$ cat src/rtl/core/assert_macros.svh
// -----------------------------------------------------------------------------
// assert_macros.svh
// Concurrent assertion macros shared by the RTL. Empty bodies when SYNTH is set.
// -----------------------------------------------------------------------------
`ifndef ASSERT_MACROS_SVH
`define ASSERT_MACROS_SVH

`ifndef SYNTH

// same-cycle implication, disabled during reset
`define ASSERT_IMP(lbl, clk, rst, ante, cons) \
  lbl: assert property (@(posedge clk) disable iff (rst) (ante) |-> (cons)) \
    else $error("assertion failed: same-cycle implication");

// next-cycle implication, disabled during reset
`define ASSERT_NEXT(lbl, clk, rst, ante, cons) \
  lbl: assert property (@(posedge clk) disable iff (rst) (ante) |=> (cons)) \
    else $error("assertion failed: next-cycle implication");

`else

`define ASSERT_IMP(lbl, clk, rst, ante, cons)
`define ASSERT_NEXT(lbl, clk, rst, ante, cons)

`endif

`endif

$ cat src/rtl/core/nfp_pkg.sv
// -----------------------------------------------------------------------------
// nfp_pkg
// Shared types and character codes of the NMEA field number parser.
// -----------------------------------------------------------------------------
`timescale 1ns / 1ps

package nfp_pkg;

  localparam logic [7:0] CH_STAR    = 8'h2A;  // '*'
  localparam logic [7:0] CH_SPACE   = 8'h20;  // ' '
  localparam logic [7:0] CH_LOWER_Z = 8'h7A;  // 'z'
  localparam logic [7:0] CH_MINUS   = 8'h2D;  // '-'
  localparam logic [7:0] CH_POINT   = 8'h2E;  // '.'
  localparam logic [7:0] CH_COMMA   = 8'h2C;  // ','
  localparam logic [7:0] CH_ZERO    = 8'h30;  // '0'
  localparam logic [7:0] CH_NINE    = 8'h39;  // '9'

  localparam logic [2:0] FRAC_DIGITS_RESET = 3'd5;

  localparam int unsigned FIELD_NUM_W = 5;
  localparam int unsigned VALUE_W     = 32;
  localparam int unsigned FRAC_W      = 3;

  typedef struct packed {
    logic [FIELD_NUM_W-1:0]    field_number;
    logic signed [VALUE_W-1:0] field_value;
    logic [FRAC_W-1:0]         fraction_count;
    logic                      field_bad;
    logic                      sentence_end;
  } result_t;

endpackage

$ cat src/rtl/core/nfp_field_core.sv
// -----------------------------------------------------------------------------
// nfp_field_core
// Per-field parse state; decodes one character and forms the field result.
// -----------------------------------------------------------------------------
`timescale 1ns / 1ps

module nfp_field_core #(
  parameter int unsigned MAX_FIELD_NUMBER = 31
) (
  input  logic             clk,
  input  logic             rst,
  input  logic             step,
  input  logic [7:0]       char_in,
  input  logic [2:0]       max_frac,
  output logic             emit,
  output nfp_pkg::result_t result
);
  import nfp_pkg::*;

  localparam int unsigned CW = $clog2(MAX_FIELD_NUMBER + 1);

  logic [CW-1:0]      field_count;
  logic [VALUE_W-1:0] accumulator;
  logic [FRAC_W-1:0]  kept_fraction;
  logic               after_point;
  logic               is_negative;
  logic               is_bad;
  logic               at_field_start;

  logic               is_term;
  logic               is_comma;
  logic               is_digit;
  logic [VALUE_W-1:0] acc_mac;

  assign is_term  = (char_in == CH_STAR) || !(char_in inside {[CH_SPACE:CH_LOWER_Z]});
  assign is_comma = (char_in == CH_COMMA);
  assign is_digit = char_in inside {[CH_ZERO:CH_NINE]};
  assign emit     = is_term || is_comma;

  // times ten as two shifts, plus the digit
  assign acc_mac = (accumulator << 3) + (accumulator << 1)
                 + {{(VALUE_W-4){1'b0}}, char_in[3:0]};

  always_comb begin
    result.field_number   = FIELD_NUM_W'(field_count);
    result.field_value    = '0;
    result.fraction_count = '0;
    result.field_bad      = is_bad;
    result.sentence_end   = is_term;
    if (!is_bad) begin
      result.field_value    = is_negative ? (VALUE_W'(0) - accumulator) : accumulator;
      result.fraction_count = kept_fraction;
    end
  end

  always_ff @(posedge clk) begin
    if (rst) begin
      field_count    <= '0;
      accumulator    <= '0;
      kept_fraction  <= '0;
      after_point    <= 1'b0;
      is_negative    <= 1'b0;
      is_bad         <= 1'b0;
      at_field_start <= 1'b1;
    end else if (step) begin
      if (emit) begin
        if (is_term) begin
          field_count <= '0;
        end else if (field_count < CW'(MAX_FIELD_NUMBER)) begin
          field_count <= field_count + CW'(1);
        end
        accumulator    <= '0;
        kept_fraction  <= '0;
        after_point    <= 1'b0;
        is_negative    <= 1'b0;
        is_bad         <= 1'b0;
        at_field_start <= 1'b1;
      end else if (!is_bad) begin
        if (char_in == CH_MINUS && at_field_start) begin
          is_negative <= 1'b1;
        end else if (char_in == CH_POINT && !after_point) begin
          after_point <= 1'b1;
        end else if (is_digit) begin
          if (!after_point) begin
            accumulator <= acc_mac;
          end else if (kept_fraction < max_frac) begin
            accumulator   <= acc_mac;
            kept_fraction <= kept_fraction + FRAC_W'(1);
          end
        end else begin
          is_bad <= 1'b1;
        end
        at_field_start <= 1'b0;
      end
    end
  end

endmodule

$ cat src/rtl/core/nmea_field_number_parser.sv
// -----------------------------------------------------------------------------
// nmea_field_number_parser
// Streams sentence characters in and emits one scaled number per field.
// -----------------------------------------------------------------------------
//
//  channel  dir  handshake                  payload
//  -------  ---  -------------------------  ---------------------------------
//  s_*      in   s_tvalid / s_tready        s_tdata: char_in
//  m_*      out  m_tvalid / m_tready        m_tdata, m_tuser, m_tlast
//  cfg_*    in   cfg_valid / cfg_ready      cfg_data: max_fraction_digits
//
//  One character per clock, unless a stalled output holds an emitting character.
//  A character is held in the input register, then the field core decodes it and
//  updates its state; a comma or terminator loads the output register at that
//  edge, which raises m_tvalid. The multiply-by-ten-and-add of the accumulator
//  sets the cycle path.
//  Reset clears all control state and sets max_fraction_digits to 5; no clearing
//  pass. A stalled output only blocks a character that would emit a result;
//  digits, points and minus signs keep flowing. cfg_ready is always high.
//
`timescale 1ns / 1ps

module nmea_field_number_parser #(
  parameter int unsigned MAX_FIELD_NUMBER = 31
) (
  input  logic        clk,
  input  logic        rst,
  // input characters
  input  logic        s_tvalid,
  output logic        s_tready,
  input  logic [7:0]  s_tdata,    // [7:0] char_in
  // field results
  output logic        m_tvalid,
  input  logic        m_tready,
  output logic [39:0] m_tdata,    // [4:0] field_number, [36:5] field_value,
                                  // [39:37] fraction_count
  output logic [0:0]  m_tuser,    // [0] field_bad
  output logic        m_tlast,    // sentence_end
  // configuration
  input  logic        cfg_valid,
  output logic        cfg_ready,
  input  logic [7:0]  cfg_data    // [2:0] max_fraction_digits
);
  import nfp_pkg::*;

  logic       in_vld;
  logic [7:0] in_char;
  logic [2:0] max_frac;
  logic       emit;
  logic       advance;
  result_t    core_res;
  result_t    out_res;

  assign cfg_ready = 1'b1;

  // hold the configured fraction limit
  always_ff @(posedge clk) begin
    if (rst) begin
      max_frac <= FRAC_DIGITS_RESET;
    end else if (cfg_valid) begin
      max_frac <= cfg_data[2:0];
    end
  end

  // advance the held character unless it emits into a full, stalled output
  assign advance  = in_vld && (!emit || !m_tvalid || m_tready);
  assign s_tready = !in_vld || advance;

  always_ff @(posedge clk) begin
    if (rst) begin
      in_vld <= 1'b0;
    end else if (s_tready) begin
      in_vld <= s_tvalid;
    end
  end

  always_ff @(posedge clk) begin
    if (s_tvalid && s_tready) begin
      in_char <= s_tdata;
    end
  end

  nfp_field_core #(
    .MAX_FIELD_NUMBER (MAX_FIELD_NUMBER)
  ) u_core (
    .clk      (clk),
    .rst      (rst),
    .step     (advance),
    .char_in  (in_char),
    .max_frac (max_frac),
    .emit     (emit),
    .result   (core_res)
  );

  // output register: load on an emitting step, drop once the beat is taken
  always_ff @(posedge clk) begin
    if (rst) begin
      m_tvalid <= 1'b0;
    end else if (advance && emit) begin
      m_tvalid <= 1'b1;
    end else if (m_tready) begin
      m_tvalid <= 1'b0;
    end
  end

  always_ff @(posedge clk) begin
    if (advance && emit) begin
      out_res <= core_res;
    end
  end

  assign m_tdata = {out_res.fraction_count, out_res.field_value, out_res.field_number};
  assign m_tuser = out_res.field_bad;
  assign m_tlast = out_res.sentence_end;

`include "assert_macros.svh"

  // input side stalls only behind a held emitting character and a stalled output
  `ASSERT_IMP(a_stall_cause, clk, rst, !s_tready, in_vld && emit && m_tvalid && !m_tready)
  // a bad field never carries a value or fraction count
  `ASSERT_IMP(a_bad_zero, clk, rst, m_tvalid && m_tuser[0], m_tdata[39:5] == 35'd0)
  // a terminator result is followed by field zero of the next sentence
  `ASSERT_NEXT(a_term_restart, clk, rst, advance && emit && core_res.sentence_end, core_res.field_number == 5'd0)

endmodule
$ cat config.mk
export PLATFORM = sky130hd
export DESIGN_NAME = nmea_field_number_parser
export DESIGN_NICKNAME = d
export VERILOG_FILES = /design/src/rtl/core/nfp_pkg.sv /design/src/rtl/core/nfp_field_core.sv /design/src/rtl/core/nmea_field_number_parser.sv
export VERILOG_INCLUDE_DIRS = /design/src /design/src/rtl/core
export SDC_FILE = /design/constraint.sdc
export NUM_CORES = 1
export LEC_CHECK = 0
export ABC_AREA = 1
export BUFFER_PORTS_ARGS = -buffer_cell sky130_fd_sc_hd__buf_2
export CAP_MARGIN = 20
export CORE_MARGIN = 10
export CORE_UTILIZATION = 65
export DETAILED_ROUTE_END_ITERATION = 8
export PLACE_DENSITY = 0.83
export SYNTH_ARGS = -nofsm -noshare
export SYNTH_HDL_FRONTEND = slang
export SYNTH_SLANG_ARGS = --single-unit
$ cat constraint.sdc
create_clock -name clk -period 6.5 [get_ports clk]
set_clock_uncertainty 0.05 [all_clocks]
set_input_delay 0.325 -clock clk [delete_from_list [all_inputs] [get_ports clk]]
set_output_delay 0.325 -clock clk [all_outputs]
set_load 0.02 [all_outputs]
### After elaboration in Yosys (flattened, before gate mapping)

Cells that the tools add are included.

* add/subtract/negate cells: 5
* magnitude comparators: 6
* equality and inequality tests: 8
* muxes and demuxes: 33
* reduce and logical (&&, ||, !) cells: 30

Operators with widths (count)
* $mux 32: 8
* $add 32x32->32: 1
* $add 32x4->32: 1
* $eq 8x6->1 const B: 4
* $sub 1x32->32 const A: 1
* $mux 3: 7
* $ge 8x6->1 const B: 2
* $mux 1: 16
* $reduce_bool 2->1: 7
* $mux 5: 2
* $le 8x6->1 const B: 1
* $le 8x7->1 const B: 1
* $logic_and 1x1->1: 7
* $reduce_and 7->1: 1
* $ne 2x2->1 const B: 3
* $reduce_and 3->1: 2
* $reduce_and 6->1: 1
* $add 5x1->5 const B: 1
* $logic_not 1->1: 5
* $logic_or 1x1->1: 5
* $lt 5x5->1 const B: 1
* $reduce_and 4->1: 1
* $add 3x1->3 const B: 1
* $lt 3x3->1: 1
* other kinds (2): 2

* register bits after elaboration: 99
* input port bits: 21
* output and inout port bits: 45
* word-level logic and storage cells: 98

### Logic depth before layout (Yosys ltp)

Gate-level depths: netlist of run 1.

* word-level depth: 11
* depth in mapped cells: 17
* mapped depth without buffers: 17

### By module

Synthesis of run 1 repeated with hierarchy kept, for this count alone.

* cells, all modules: 973
* area, all modules: 6972.9 um^2

By module, submodules not included
* nfp_field_core: instances 1, cells each 890, area each 5240.0 um^2, sequential area each 880.8 um^2
* nmea_field_number_parser: instances 1, cells each 83, area each 1732.9 um^2, sequential area each 1601.5 um^2

### Worst setup path after synthesis of run 1

Ideal clock, no wire load.

* kind: register to register
* start point: register in_char[1]
* end point: register out_res (netlist bit m_tdata[0]) (enable)
* library setup time: 0.397 ns
* arrival: 2.125 ns
* data required time: 6.053 ns
* path slack: 3.928 ns
* cell stages (with the launch flop): 12
* path buffers: 0
* period minus slack after synthesis: 2.572 ns
* path through: edfxtp_1 -> inv_1 -> nor2_2 -> nand2_1 -> nor2_1 -> nor2_2 -> nand3_4 -> nand2_4 -> nand2_4 -> inv_1 -> nand2_1 -> inv_1

* cells in the longest elaborated chain, start to end: 10
* elaborated cells on any way between the ends: 13
* classes of those cells: 2 x order compare; 2 x eq/ne; 9 x reduce/logical

RTL lines
* start, declared: RTL line nmea_field_number_parser.sv:47 `logic [7:0] in_char;`
* start signal, assigned: RTL line nmea_field_number_parser.sv:79 `in_char <= s_tdata;`
* $ge 8x6->1 / $le 8x7->1 (equally long branches): RTL line nfp_field_core.sv:35 `assign is_term = (char_in == CH_STAR) || !(char_in inside {[CH_SPACE:CH_LOWER_Z]});`
* $logic_and 1x1->1: RTL line nfp_field_core.sv:35
* $logic_not 1->1: RTL line nfp_field_core.sv:35
* $logic_or 1x1->1: RTL line nfp_field_core.sv:35
* $logic_or 1x1->1 (*): RTL line nfp_field_core.sv:38 `assign emit = is_term || is_comma;`
* $logic_not 1->1: RTL line nmea_field_number_parser.sv:66 `assign advance = in_vld && (!emit || !m_tvalid || m_tready);`
* $logic_or 1x1->1 (2 in series): RTL line nmea_field_number_parser.sv:66
* $logic_and 1x1->1: RTL line nmea_field_number_parser.sv:66
* $logic_and 1x1->1 (*): RTL line nmea_field_number_parser.sv:107 `if (advance && emit) begin`
* end signal, assigned: RTL line nmea_field_number_parser.sv:108 `out_res <= core_res;`
* end, declared: RTL line nmea_field_number_parser.sv:52 `result_t out_res;`

Mark *: on every way between the ends. The rest lies on a longest branch, timed or not.
A chain may end at the register's enable or synchronous reset.

### Worst setup path in the final report of run 1

* start point: register u_core.accumulator[2]
* end point: register u_core.accumulator[26]

* cells in the longest elaborated chain, start to end: 9

RTL lines
* start, declared: RTL line nfp_field_core.sv:23 `logic [VALUE_W-1:0] accumulator;`
* start signal, assigned: RTL line nfp_field_core.sv:85 `accumulator <= acc_mac;`
* start signal, assigned: RTL line nfp_field_core.sv:87 `accumulator <= acc_mac;`
* $add 32x32->32 (*): RTL line nfp_field_core.sv:41 `assign acc_mac = (accumulator << 3) + (accumulator << 1)`
* $add 32x4->32 (*): RTL line nfp_field_core.sv:42 `+ {{(VALUE_W-4){1'b0}}, char_in[3:0]};`
* $mux 32: RTL line nfp_field_core.sv:86 `end else if (kept_fraction < max_frac) begin`
* $mux 32 (*): RTL line nfp_field_core.sv:84 `if (!after_point) begin`
* $mux 32 (*): RTL line nfp_field_core.sv:83 `end else if (is_digit) begin`
* $mux 32 (*): RTL line nfp_field_core.sv:81 `end else if (char_in == CH_POINT && !after_point) begin`
* $mux 32 (*): RTL line nfp_field_core.sv:79 `if (char_in == CH_MINUS && at_field_start) begin`
* $mux 32 (*): RTL line nfp_field_core.sv:78 `end else if (!is_bad) begin`
* $mux 32 (*): RTL line nfp_field_core.sv:66 `if (emit) begin`

Mark *: on every way between the ends. The rest lies on a longest branch, timed or not. The select of a mux whose other input is x is not followed.

==> results of run 1 <==
-- sequential cells by signal, summed over array words and instances (netlist names) --
name                   cells
u_core.accumulator        32
u_core.after_point         1
u_core.is_negative         1
u_core.is_bad              1
m_tuser                    1
u_core.at_field_start      1
m_tdata                   40
u_core.kept_fraction       3
u_core.field_count         5
in_char                    8
in_vld                     1
max_frac                   3
m_tvalid                   1
m_tlast                    1
-- cell families (layout without fill, tap and decap cells) --
family	Yosys count	in the layout	synth area share, %
AOI/OAI and AO/OA	113	113	7.877
xor gates and xnor gates	14	14	1.653
adders and majority gates	65	65	11.17
buffers and inverters	189	245	10.10
DFF	99	99	33.46
other	1	1	0.05055
and+or+nand+nor	631	631	35.69
-- layout make-up --
cell class | instances | area [um^2]
Fill cell | 902 | 2889
Tap cell | 140 | 175.2
Inverter | 167 | 626.9
Multi-Input combinational cell | 824 | 4187
Timing Repair Buffer | 62 | 317.8
Clock buffer | 9 | 225.2
Clock inverter | 7 | 80.08
Sequential cell | 99 | 2482
-- stage by stage --
step	hold WS (ns)	util, %	setup WS, ns	total power [mW]
4_1_cts	0.08317	73.70	3.510	1.482
3_3_place_gp	0.3946	70.92	3.546	0.9434
3_5_place_dp	0.4018	70.92	3.568	0.9515
2_1_floorplan	0.3739	-	3.928	0.8938
5_1_grt	0.07923	73.70	3.261	1.546
6_report	0.08834	73.70	3.466	1.483
-- critical path: cells and delay by family, from the launching register on --
kind	cells	cell delay [ns]
fa+ha+maj	2	1.02
buf+inv	3	0.28
flops	1	0.46
simple gates	10	1.15
-- routing by layer --
metal	vias to the layer above	part of all wire (%)	global-route usage (%)
met5	-	0	0
met4	0	1.7	6.028
met3	26	9.7	3.832
met2	365	43	34.02
met1	3245	46	32.70
li1	3642	-	-
-- worst paths after layout --
check        depth (start not counted)                     end                   from
min reg2reg                          2             max_frac[0]            max_frac[0]
max reg2reg                         15  u_core.accumulator[26]  u_core.accumulator[2]
min                                  1              in_char[4]             s_tdata[4]
max                                 15  u_core.accumulator[26]  u_core.accumulator[2]
-- Yosys cell counts, types with 6 or more instances --
cell,instances
dfxtp_1,49
nand4_1,13
nand3_1,63
ha_1,63
clkbuf_1,11
edfxtp_1,50
nor2_1,157
xor2_1,6
nand2_1,339
nand3b_1,11
inv_1,164
a21oi_1,69
nor3_1,26
o21ai_0,36
xnor2_1,8
-- report_power, final --
part	switching (mW)	total, mW	internal (mW)
clock network	0.265	0.539	0.274
logic	0.158	0.235	0.0769
registers	0.0249	0.710	0.685
total	0.448	1.48	1.04
==> results.cfg, run 1 <==
[run_status]
status = completed

[synthesis]
ys_types = 39
postSynthCellCount = 1112
synth_top_area_cell = edfxtp_1
synth-async-reset-ratio_pct = 0
synthesis.yosys.warnings = 0
count_of_flip_flops_with_a_built_in_enable_after_synthesis = 50
synth-seq-cells = 99
yosysTopAreaCellShare_pct = 20.24
dominantRegCellSynth = edfxtp_1
mappedNetlistArea_mm2 = 0.007418
synth.area.top_cells = edfxtp_1, nand2_1, dfxtp_1
post_synth.cell_area_avg_um2 = 6.671
mappedNetlistNets = 1198
synth_seq_area_share_pct = 33.46

[timing]
final_period_minus_worst_setup_slack_ns = 3.034
fmax_mhz = 329.6
rsz0062_at_grt = no
min_period_over_period_pct = 46.67
finalMaxSlewViolations = 0
worstMarginPinSlew_ns = 1.029
finalSetupViolCount = 0
final_hold_viol_count = 0
tns_ns = 0
timing.max_slew.rel_slack_pct = 31.36

[critical_path]
critPathArrivalTime_ns = 3.27
crit_slowest_cell = fa_1
end_kind = flop
worst_path_largest_cell_delay_ns = 0.51
cp_max_fo = 5
crit_required_ns = 6.74
crit_chain = inv_1 -> fa_1 -> inv_1 -> fa_1 -> nand3_1 -> nand3_1 -> nand2_1 -> nand3_1 -> nand2_1 -> nand3_1 -> nand2_1 -> inv_1 -> nor2_1 -> nor2_1 -> nor2_1
critical_path_class = reg -> reg
crit_path_frequent_cell = nand3_1
worst_setup_slack_for_register_to_register_paths_ns = 3.47
start_kind = flop

[clock_network]
post_cts_resized = 0
cts_tree = done
cts_made_buffers = 9
insertion_delay_ns = 0.36
h-tree-depth = 3
ctsHoldBuffers = 0
post_cts_setup_inserts = 0
clk_pin_slew_ns = 0.08
clock_sinks = 99
ctsLongestPathBuffers = 2
clockRootBuffer = clkbuf_16

[global_route]
global_route.usage.total_pct = 22.64
wire_length_of_the_first_global_routing_pass_um = 30550
maximum_number_of_pins_on_one_net_before_global_route_repair = 48
global_route.overflow_total = 0
first_global_vias = 6230
antenna_violations_before_repair = 0

[placed_design]
buffer_ports.inserted = 59
place.gp.congestion = 0.9597
placed_instances = 1292
place_area_mm2 = 0.007789
post-dp-hpwl_um = 14210

[floorplan]
fp-row-count = 38
num_io_pins = 66
starting_utilization_of_the_core_area_pct = 67.54
die_h_um = 126.8
core_mm2 = 0.01098
die_x_um = 126.8
fp.dieArea_mm2 = 0.01609

[detailed_routing]
drtAntennaViolNets = 0
firstDrtPassIters = 6
routed_via_density = 5.564
wl_um = 18860
routed-via-count = 7278
post_drt_wl_per_cell_um = 14.42
first_iter_violations = 1023
remaining_drc_errors = 0

[power_and_ir_drop]
vdd.ir_drop.worst_mv = 0.1642
power.leakage_nw = 4.392
power_density_mw_per_mm2 = 183.3

[run]
cap_viol_max_count = 0

[layout]
diodes = 0
drive_gt1_share_pct = 7.877
area_growth_from_synthesis_to_layout_pct = 9.108
layout.cells.most_common_list = nand2_1, inv_1, nor2_1
final_cell_area_mm2 = 0.008094
fin_cells = 1308
layout_commonest_cell = nand2_1
num-nets-final = 1249

[worst_hold_path]
hold_path.class = in -> reg
No activity file was read; power rests on OpenSTA's default activity.
==> run 2: changes to the inputs <==
--- a/config.mk
+++ b/config.mk
@@ -10,9 +10,9 @@
 export BUFFER_PORTS_ARGS = -buffer_cell sky130_fd_sc_hd__buf_2
 export CAP_MARGIN = 20
 export CORE_MARGIN = 10
-export CORE_UTILIZATION = 65
+export CORE_UTILIZATION = 61
 export DETAILED_ROUTE_END_ITERATION = 8
-export PLACE_DENSITY = 0.83
+export PLACE_DENSITY = 0.78
 export SYNTH_ARGS = -nofsm -noshare
 export SYNTH_HDL_FRONTEND = slang
 export SYNTH_SLANG_ARGS = --single-unit
==> constraint.sdc (replaced) <==
create_clock -name clk -period 3 [get_ports clk]
set_clock_uncertainty 0.05 [all_clocks]
set_input_delay 0.15 -clock clk [delete_from_list [all_inputs] [get_ports clk]]
set_output_delay 0.15 -clock clk [all_outputs]
set_load 0.02 [all_outputs]
==> results.cfg, run 2 (synthesized netlist as in run 1, its figures left out) <==
[run_status]
status = completed

[timing]
worst_hold_slack_ns = 0.02426
min_period_over_period_pct = 91.03
finalSetupViolCount = 0
final_period_minus_worst_setup_slack_ns = 2.731
tns_ns = 0
timing.max_slew.rel_slack_pct = 33.12
final_hold_viol_count = 0
finalMaxSlewViolations = 0
worstMarginPinSlew_ns = 1.002
post-route-worst-setup-slack_ns = 0.2692
fmax_mhz = 366.2

[global_route]
global_route.overflow_total = 0
wire_length_of_the_first_global_routing_pass_um = 29910
global_route.usage.total_pct = 21.76
first_global_vias = 6240
antenna_violations_before_repair = 0
maximum_number_of_pins_on_one_net_before_global_route_repair = 48

[placed_design]
buffer_ports.inserted = 59
post-dp-hpwl_um = 14260
place.gp.congestion = 0.9418
placed_instances = 1305
dp_worst_setup_slack_ns = 0.2798
place_area_mm2 = 0.007843

[worst_hold_path]
hold_path.class = in -> reg
worstHoldPathCells = 3
worstHoldStart = s_tvalid
worst_hold_path.endpoint = in_vld

[layout]
layout.area.seq_mm2 = 0.002482
fin_cells = 1334
layout_commonest_cell = nand2_1
final.fill_count = 1049
layout.cells.most_common_list = nand2_1, inv_1, nor2_1
num-nets-final = 1268
drive_gt1_share_pct = 8.340
multi_input_comb_area_mm2 = 0.004192
area_growth_from_synthesis_to_layout_pct = 11.50
largest_register_ffs = 40
final_cell_area_mm2 = 0.008272
final_util_pct = 69.15
diodes = 0

[critical_path]
start_kind = flop
timing.rr.end = u_core.accumulator[30]
critical_path_class = reg -> reg
critPathArrivalTime_ns = 2.94
crit_required_ns = 3.21
worst_setup_slack_for_register_to_register_paths_ns = 0.27
crit_path_frequent_cell = nand3_1
cp_max_fo = 4
r2r.worst_path.cells = 14
critical_path.top_delay_family = adder cells
crit_slowest_cell = fa_1
timing.rr.start = u_core.accumulator[0]
critPathBufInv = 3
worst_path_largest_cell_delay_ns = 0.52
end_kind = flop
crit_chain = inv_1 -> fa_1 -> inv_1 -> fa_1 -> nand3_1 -> nand3_2 -> nand3_1 -> nand3_1 -> nand2_1 -> nand3_1 -> nand3_1 -> nand2_1 -> inv_1 -> nor2_2
critical_path_cell_count = 14

[detailed_routing]
drtAntennaViolNets = 0
wl_um = 18330
post_drt_wl_per_cell_um = 13.74
routed-via-count = 7130
firstDrtPassIters = 8
remaining_drc_errors = 0
routed_via_density = 5.345
first_iter_violations = 732

[floorplan]
die_h_um = 130.3
num_io_pins = 66
fp-row-count = 40
fp.dieArea_mm2 = 0.01697
die_x_um = 130.3
starting_utilization_of_the_core_area_pct = 62.02
core_mm2 = 0.01196

[clock_network]
insertion_delay_ns = 0.36
post_cts_setup_inserts = 0
cts_tree = done
ctsLongestPathBuffers = 2
clock_sinks = 99
clk_pin_slew_ns = 0.08
cts_made_buffers = 9
h-tree-depth = 3
clockRootBuffer = clkbuf_16

[power_and_ir_drop]
power_density_mw_per_mm2 = 387.2
vdd.ir_drop.worst_mv = 0.2514
power.leakage_nw = 4.479
post-layout-total-power_mw = 3.203

[run]
cap_viol_max_count = 0
-- run 2: where the power goes --
group / switching, mW / internal [mW] / total (mW)
clock network: 0.559 / 0.586 / 1.14
registers: 0.0517 / 1.48 / 1.54
logic: 0.342 / 0.181 / 0.523
total: 0.952 / 2.25 / 3.20
-- run 2: area by class of cell --
type                    count  share of cell area, %
inverters                 167                  7.578
clock buffers               9                  2.723
multi-input cells         824                  50.67
well taps                 147                  2.224
repair buffers             81                  5.960
flip-flops and latches     99                  30.01
clock inverters             7                 0.8319
-- run 2: worst min-delay path: stages --
cell and delay, ns:
buf_2 0.10, nand2_1 0.07, a21oi_1 0.06
-- run 2: routing by layer --
layer	global-route usage (%)	share of wire [%]
met3	3.083	7.8
met4	6.085	1.5
met5	0	0
met1	31.94	48
met2	32.43	42
-- run 2: worst max path at each step --
stage                     startpoint                     end  slack, ns
2_1_floorplan             in_char[1]              m_tdata[0]       0.43
3_3_place_gp   u_core.accumulator[0]  u_core.accumulator[30]       0.30
3_5_place_dp   u_core.accumulator[0]  u_core.accumulator[30]       0.28
4_1_cts        u_core.accumulator[0]  u_core.accumulator[26]       0.25
5_1_grt        u_core.accumulator[0]  u_core.accumulator[26]     -0.003
6_report       u_core.accumulator[0]  u_core.accumulator[30]       0.27
-- run 2: repair_timing --
item | CTS | global route
resized for setup | 0 | 1
hold buffers | 13 | 0
endpoints found under the hold margin | 10 | 0
setup endpoints to repair | 0 | 1
==> run 3: changes to the inputs <==
--- a/config.mk
+++ b/config.mk
@@ -7,11 +7,12 @@
 export NUM_CORES = 1
 export LEC_CHECK = 0
 export ABC_AREA = 1
-export BUFFER_PORTS_ARGS = -buffer_cell sky130_fd_sc_hd__buf_2
 export CAP_MARGIN = 20
 export CORE_MARGIN = 10
-export CORE_UTILIZATION = 61
+export CORE_UTILIZATION = 65
 export DETAILED_ROUTE_END_ITERATION = 8
+export DONT_BUFFER_PORTS = 1
+export GPL_TIMING_DRIVEN = 0
 export PLACE_DENSITY = 0.78
 export SYNTH_ARGS = -nofsm -noshare
 export SYNTH_HDL_FRONTEND = slang
==> results.cfg, run 3 (synthesized netlist as in run 1, its figures left out) <==
[worst_hold_path]
hold_path.class = in -> reg
worstHoldPathCells = 3
worstHoldStart = m_tready
worst_hold_path.endpoint = m_tvalid

[critical_path]
r2r.worst_path.cells = 16
timing.rr.end = u_core.accumulator[31]
cp_max_fo = 5
timing.rr.start = u_core.accumulator[2]
critPathArrivalTime_ns = 3.00
end_kind = flop
critical_path_class = reg -> reg
worst_setup_slack_for_register_to_register_paths_ns = 0.20
start_kind = flop
crit_required_ns = 3.20

[layout]
layout.area.seq_mm2 = 0.002484
multi_input_comb_area_mm2 = 0.004192
largest_register_ffs = 40
drive_gt1_share_pct = 3.856
diodes = 0
final.fill_count = 910
layout_commonest_cell = nand2_1
layout.cells.most_common_list = nand2_1, inv_1, nor2_1
area_growth_from_synthesis_to_layout_pct = 7.961
num-nets-final = 1222

[detailed_routing]
met2_length_um = 8171
wl_um = 19140
firstDrtPassIters = 5
post_drt_wl_per_cell_um = 14.94
remaining_drc_errors = 0
met1Wirelength_um = 8826
routed-via-count = 7054
sum_of_met3_wire_segment_lengths_after_detailed_routing_um = 1850
routed_via_density = 5.507
drtAntennaViolNets = 0
first_iter_violations = 797
uppermost_routed_layer = met4

[floorplan]
die_x_um = 126.8
fp.dieArea_mm2 = 0.01609
starting_utilization_of_the_core_area_pct = 67.54
num_io_pins = 66
fp-row-count = 38
die_h_um = 126.8
core_mm2 = 0.01098

[global_route]
first_global_vias = 6187
wire_length_of_the_first_global_routing_pass_um = 30790
maximum_number_of_pins_on_one_net_before_global_route_repair = 44
global_route.overflow_total = 0
global_route.usage.total_pct = 23.28
antenna_violations_before_repair = 0

[clock_network]
ctsLongestPathBuffers = 2
cts_made_buffers = 9
clk_pin_slew_ns = 0.07
h-tree-depth = 3
clock_sinks = 99
insertion_delay_ns = 0.36
clockRootBuffer = clkbuf_16
cts_tree = done

[run_status]
status = completed

[power_and_ir_drop]
power.leakage_nw = 4.237
vdd.ir_drop.worst_mv = 0.5582
post-layout-total-power_mw = 3.166
power_density_mw_per_mm2 = 395.3

[placed_design]
buffer_ports.inserted = 0
post-dp-hpwl_um = 15040
place.gp.congestion = 0.9441
dp_worst_setup_slack_ns = 0.09895

[timing]
min_period_over_period_pct = 93.25
timing.max_slew.rel_slack_pct = 40.95
final_hold_viol_count = 0
post-route-worst-setup-slack_ns = 0.2026
final_period_minus_worst_setup_slack_ns = 2.797
finalSetupViolCount = 0
fmax_mhz = 357.5
worstMarginPinSlew_ns = 0.8858
finalMaxSlewViolations = 0

[run]
cap_viol_max_count = 0
==> run 3: cell count changes in the layout (fill, tap and decap cells not counted), moves of 4 or more <==
cell and delta:
buf_2 -54, buf_4 -8, buf_6 +4, clkbuf_1 +12
==> run 3: through the flow <==
step           util (%)  hold slack (ns)     TNS, ns  std cells  instance area, um^2
6_report          72.92          0.02894           0       1281                 8009
5_1_grt           72.92          0.06448  -0.0005778       1281                 8009
4_1_cts           72.86          0.02482           0       1281                 8003
3_5_place_dp      69.14           0.1990           0       1252                 7594
3_3_place_gp      69.14           0.1990      -2.555       1252                 7594
2_1_floorplan         -           0.1989           0       1112                 7418
==> run 3: power breakdown <==
group	switching (mW)	internal [mW]
combinational	0.313	0.166
sequential	0.0864	1.49
clock	0.539	0.573
total	0.939	2.23
==> run 3: layout make-up <==
class                      count  area share [%]
clock buffer                  10           2.859
sequential                    99           31.01
buffer                        22           1.531
timing repair buffer          13           1.625
multi-input combinational    824           52.34
clock inverter                 6          0.6249
tap                          140           2.187
inverter                     167           7.827
==> run 3: critical path, cell delays in order (launching register included) <==
cell	delay, ns
dfxtp_2	0.39
inv_1	0.12
fa_1	0.50
inv_1	0.08
ha_1	0.31
nand3_1	0.08
nand3_1	0.16
nand2_1	0.11
nand2_1	0.12
nand2_1	0.08
nand2_1	0.15
nand2_2	0.13
nand3_1	0.07
nand3_1	0.10
nand2_1	0.07
inv_1	0.11
nor2_1	0.04
==> run 3: per-layer routing <==
layer / up-vias / global-route usage, %
met5: - / 0
met4: 0 / 6.698
met3: 22 / 5.956
met2: 302 / 33.69
met1: 3133 / 33.22
li1: 3597 / -
==> run 3: repair_timing <==
item	in CTS	in global routing
hold buffers	13	0
setup endpoints to repair	0	9
setup buffers	0	0
gates resized for setup	0	4
endpoints found under the hold margin	12	0
==> run 3: how the worst max path moves through the flow <==
stage	from	to	depth (start not counted)
after floorplan	in_char[1]	m_tdata[0]	11
after CTS	u_core.accumulator[2]	u_core.accumulator[26]	15
after detailed placement	u_core.accumulator[2]	u_core.accumulator[26]	15
after global placement	in_char[1]	m_tdata[31]	11
after global routing	u_core.accumulator[2]	u_core.accumulator[31]	16
final	u_core.accumulator[2]	u_core.accumulator[31]	16
